--- config.mk ---
export PLATFORM = sky130hd
export DESIGN_NAME = tlp_mac_cell
export DESIGN_NICKNAME = d
export VERILOG_FILES = /design/src/tlp_pkg.sv /design/src/tlp_mac_cell.sv
export SDC_FILE = /design/constraint.sdc
export NUM_CORES = 1
export LEC_CHECK = 0
export ABC_AREA = 1
export BUFFER_PORTS_ARGS = -buffer_cell sky130_fd_sc_hd__buf_2
export CELL_PAD_IN_SITES_DETAIL_PLACEMENT = 1
export CELL_PAD_IN_SITES_GLOBAL_PLACEMENT = 1
export CORE_MARGIN = 2
export CORE_UTILIZATION = 29
export CTS_BUF_LIST = sky130_fd_sc_hd__clkbuf_16
export DETAILED_ROUTE_END_ITERATION = 7
export HOLD_SLACK_MARGIN = 0.05
export PLACE_DENSITY_LB_ADDON = 0.12
export SLEW_MARGIN = 0
export SYNTH_ARGS = -nofsm -noshare
export SYNTH_HDL_FRONTEND = slang
export SYNTH_SLANG_ARGS = --single-unit
--- constraint.sdc ---
create_clock -name clk -period 0.8 [get_ports clk]
set_input_delay 0.04 -clock clk [delete_from_list [all_inputs] [get_ports clk]]
set_output_delay 0.04 -clock clk [all_outputs]
set_load 0.05 [all_outputs]
--- src/tlp_pkg.sv ---
// ----------------------------------------------------------------------------
// tlp_pkg
// Shared constants, types and the sigmoid breakpoint table for the
// two-layer perceptron unit.
// ----------------------------------------------------------------------------
package tlp_pkg;

  localparam int MAX_INPUTS  = 1024;
  localparam int MAX_HIDDEN  = 128;
  localparam int NUM_OUTPUTS = 3;

  localparam int SRC_W  = 10;
  localparam int DST_W  = 7;
  localparam int VAL_W  = 16;
  localparam int NI_W   = 11;
  localparam int NH_W   = 8;
  localparam int CFG_W  = 11;
  localparam int HACC_W = 42;
  localparam int OACC_W = 40;

  localparam logic CFG_INPUTS = 1'b0;
  localparam logic CFG_HIDDEN = 1'b1;

  typedef enum logic [1:0] {
    REQ_HIDDEN_W = 2'd0,
    REQ_OUTPUT_W = 2'd1,
    REQ_FEATURE  = 2'd2,
    REQ_NONE     = 2'd3
  } req_t;

  typedef struct packed {
    logic             outp;
    logic [DST_W-1:0] idx;
  } sig_tag_t;

  function automatic logic [15:0] sig_tab(input logic [4:0] n);
    logic [15:0] r;
    unique case (n)
      5'd0:  r = 16'd32768;
      5'd1:  r = 16'd40793;
      5'd2:  r = 16'd47910;
      5'd3:  r = 16'd53580;
      5'd4:  r = 16'd57724;
      5'd5:  r = 16'd60565;
      5'd6:  r = 16'd62428;
      5'd7:  r = 16'd63615;
      5'd8:  r = 16'd64357;
      5'd9:  r = 16'd64816;
      5'd10: r = 16'd65097;
      5'd11: r = 16'd65269;
      5'd12: r = 16'd65374;
      5'd13: r = 16'd65437;
      5'd14: r = 16'd65476;
      5'd15: r = 16'd65500;
      default: r = 16'd65514;
    endcase
    return r;
  endfunction

endpackage

--- src/tlp_mac_cell.sv ---
// ----------------------------------------------------------------------------
// tlp_mac_cell
// One accumulator cell of the hidden-sum ring; takes its neighbor's value
// on every shift.
// ----------------------------------------------------------------------------
module tlp_mac_cell (
  input  logic                               clk,
  input  logic                               clear,
  input  logic                               shift,
  input  logic signed [tlp_pkg::HACC_W-1:0]  din,
  output logic signed [tlp_pkg::HACC_W-1:0]  acc
);

  always_ff @(posedge clk) begin
    if (clear) begin
      acc <= '0;
    end else if (shift) begin
      acc <= din;
    end
  end

endmodule

==> results.txt <==
* Outcome: finished, violations left
- The checks that failed: setup timing.
- Share of layout cells above drive strength 1: between 30% and 40%
* Measured slew at the worst slew-check pin: 0.178 ns
- The worst path uses 103% of the clock period.
* Cell taking the most area after synthesis: dfxtp_1
- Synthesis instantiated 8 different standard cells from the library.
* # Max-Cap Violations: 0
- Fmax: 1210 MHz
* Worst Path Class, Setup: reg2out
- Total number of H-tree levels: 2
- After floorplanning, the core was divided into 27 placement rows.
- Hold is met by 0.0473 ns.
* Clock network power share: roughly a third
* Final-layout fill cell count: 693
- For this block, the initial DRC count from the detailed router was 56.
- Net switching is between 30% and 40% of the power.
- In this run the most critical hold path is launched from din[12].
* Internal Dissipation: roughly 4000 uW
- Yosys Warn Count: 0
* Overall via count from detail_route: 1,777
- Instance count of the mapped netlist: about 270
* Number of storage elements in the synthesis netlist: 42
- The most used flip-flop cell after synthesis is dfxtp_1.
- During I/O placement, the number of pins put on the boundary was between 80 and 90.
* Skew final: 0 ns
- Largest registers ranked by flip-flop count: acc: 42 flops
- Part of the Yosys area used for sequential elements: around 50%
* Routed length per instance: 10.8 um
* Unrepaired setup endpoints after global routing: true
* Most frequent cells after synthesis: nand2_1, nor2_1, dfxtp_1, inv_1, buf_2
* Worst-case headroom to the max-slew limit: approximately nine tenths
- Path category of the worst min-delay check: in2reg
- Critical Path Fanout Max: 2
* Gate power share: 25.8%
- The number of slew-limit violations in the final report was 0.
- Number of flops mapped to enable cells by yosys: 0
- In the routed design, unresolved DRC markers number 0.
- Shortest period the worst path allows: between 0.8 and 0.9 ns
- WP buf/inv: 1
- VDD sags by at most between 0.001 and 0.0015 V.
* Critical path's slowest cell: dfxtp_2
- All-layer global routing usage: 15.4%
- Counting every sink on the clock net gives 42.
- The startpoint identified for the worst register-to-register timing path is acc[16].
- The worst setup path is launched from a register.
- The HPWL after detailed placement is between 3000 and 4000 um.
* Area share of the largest cell type after synthesis: just under 50%
- Dpl cell area: 2270 um2
* Arrival time at the worst endpoint: roughly 0.78 ns
- Max Buffers Root-to-Sink: 2
- DP Worst Slack: between 0.09 and 0.1 ns
- Initial antenna violation count: 0
- Routed wire length: 4710 um
- Count of endpoints failing setup in the final report: 31
- Worst-path clk slew: 0.06 ns
- Once the floorplan was initialized, standard cells occupied between 30 and 40% of the core.
* Mean number of vias per cell: between 4 and 5
- Measured on the finished design, the core utilization comes to roughly 53%.
* Final global-route overflow total: 0
- The signal on the critical path passes through buf_8.
* Asr flop ratio synth: 0%
- The number of endpoints with negative hold slack in the final report came to 0.
- Power Dens Cells: 1970 nW/um2
- Storage element area: about 890 um2
* Final critical-path setup slack: -0.0231 ns
* Net count after synthesis: ~310
- Count of input and output buffers: between 80 and 90
- Nets: 408
- For the worst setup path, the data required time is 0.76 ns.
* Max incr delay on CP: 0.35 ns
- Num CTS Buffers: 5
* Synth Area per Inst: 6.40 um2
* ANT nets after route: 0
* Worst path top cell family by delay: flip-flops
- Height of the chip: a little over 80 um
- Die span in x: 80.6 um
- The number of antenna diodes in the final layout is 0.
- Clock tree from TritonCTS: built
- The area growth from synthesis to layout is 72.2%.
- Per report_power, the sequential group accounts for 41.5% of the total.
* CTS Root Buffer Type: clkbuf_16
- Area used by multi-input combinational logic: about 630 um2
- Overall die area: 6500 um2
* Top cells by area, synth: dfxtp_1, nand2_1, nor2_1
- Global-route wire length before repair: roughly 7700 um
* Net Switching: between 1500 and 2000 uW
- Top reg by flops: acc
- For this design the static power due to leakage is about 0.0016 uW.
- Detailed Routing Iterations Pass 1: 2
- At the end of routability-driven placement, the weighted congestion stood at just under 0.7.
* Post-Layout Inst Area: about 2900 um2
- Source-to-sink clock delay at the later pin of the worst-skew pair: 0.27 ns
- The register with the most flip-flops in the layout has 42 of them.
- Standard cell core area: approximately 5600 um2
- Post-synthesis cell area: ~1700 um2
- STA classifies the critical path endpoint as an output pin.
* Overall power of the completed layout: slightly below 6000 uW
* Number of global-route vias before repair: 1,797
- Startpoint of the most critical setup path: acc[14]
* Maximum number of pins on one net before global-route repair: 43
cell usage in the layout (no fill, tap or decap):
| cell type | count |
|---|---|
| nor2_1 | 84 |
| nand2_1 | 84 |
| buf_2 | 44 |
| inv_1 | 43 |
| dfxtp_2 | 42 |
| buf_8 | 39 |
| dlygate4sd3_1 | 11 |
| clkbuf_16 | 5 |
| buf_4 | 4 |
| buf_6 | 3 |
| clkinv_1 | 2 |
| buf_12 | 2 |
| clkinv_2 | 1 |
metal layers:
layer  routed length (um)  part of all wire (%)  GRT usage [%]
met5                    0                     0              0
met4                   51                   1.1           4.58
met3                  335                   7.1           5.73
met2                 2350                    50           26.9
met1                 1970                    42           17.2
worst min-delay path: stages:
cell	delay (ns)
buf_2	0.07
inv_1	0.03
nand2_1	0.04
nand2_1	0.04
nor2_1	0.07
kinds of logic after synthesis:
family	after synthesis	synth area share [%]
and+or+nand+nor	168	37.0
buffers and inverters	56	13.6
DFF	42	49.4
stage by stage:
stage	setup TNS [ns]	cells
final	-0.213	436
after global routing	-1.28	436
after detailed placement	0	416
after floorplan	0	266
after CTS	-0.575	435
after global placement	0	416
path summary, 6_finish.rpt:
check	slack, ns	end	cells after the start
min	0.05	acc[12]	5
min reg2reg	0.48	acc[4]	2
max reg2reg	0.13	acc[16]	3
max	-0.02	acc[14]	1
power by group through the flow:
stage | sequential (uW) | clock (uW) | combinational, uW
floorplan | 2900 | 0 | 335
global placement | 2380 | 0 | 1160
detailed placement | 2390 | 0 | 1180
CTS | 2390 | 1960 | 1450
global route | 2420 | 2050 | 1610
finish | 2400 | 1900 | 1490
final cells by class:
cell class	instances	share of cell area (%)
clock inverter	3	0.427
inverter	43	5.50
tap	72	3.07
clock buffer	5	4.27
timing repair buffer	103	34.8
sequential	42	30.5
multi-input combinational	168	21.5
timing repair:
action                                  CTS  global route
hold endpoints to repair                 11             0
resized for setup                       106            17
hold buffers                             11             0
buffers inserted                          0             1
endpoints found under the setup margin   42            42
No activity file was read; power rests on OpenSTA's default activity.
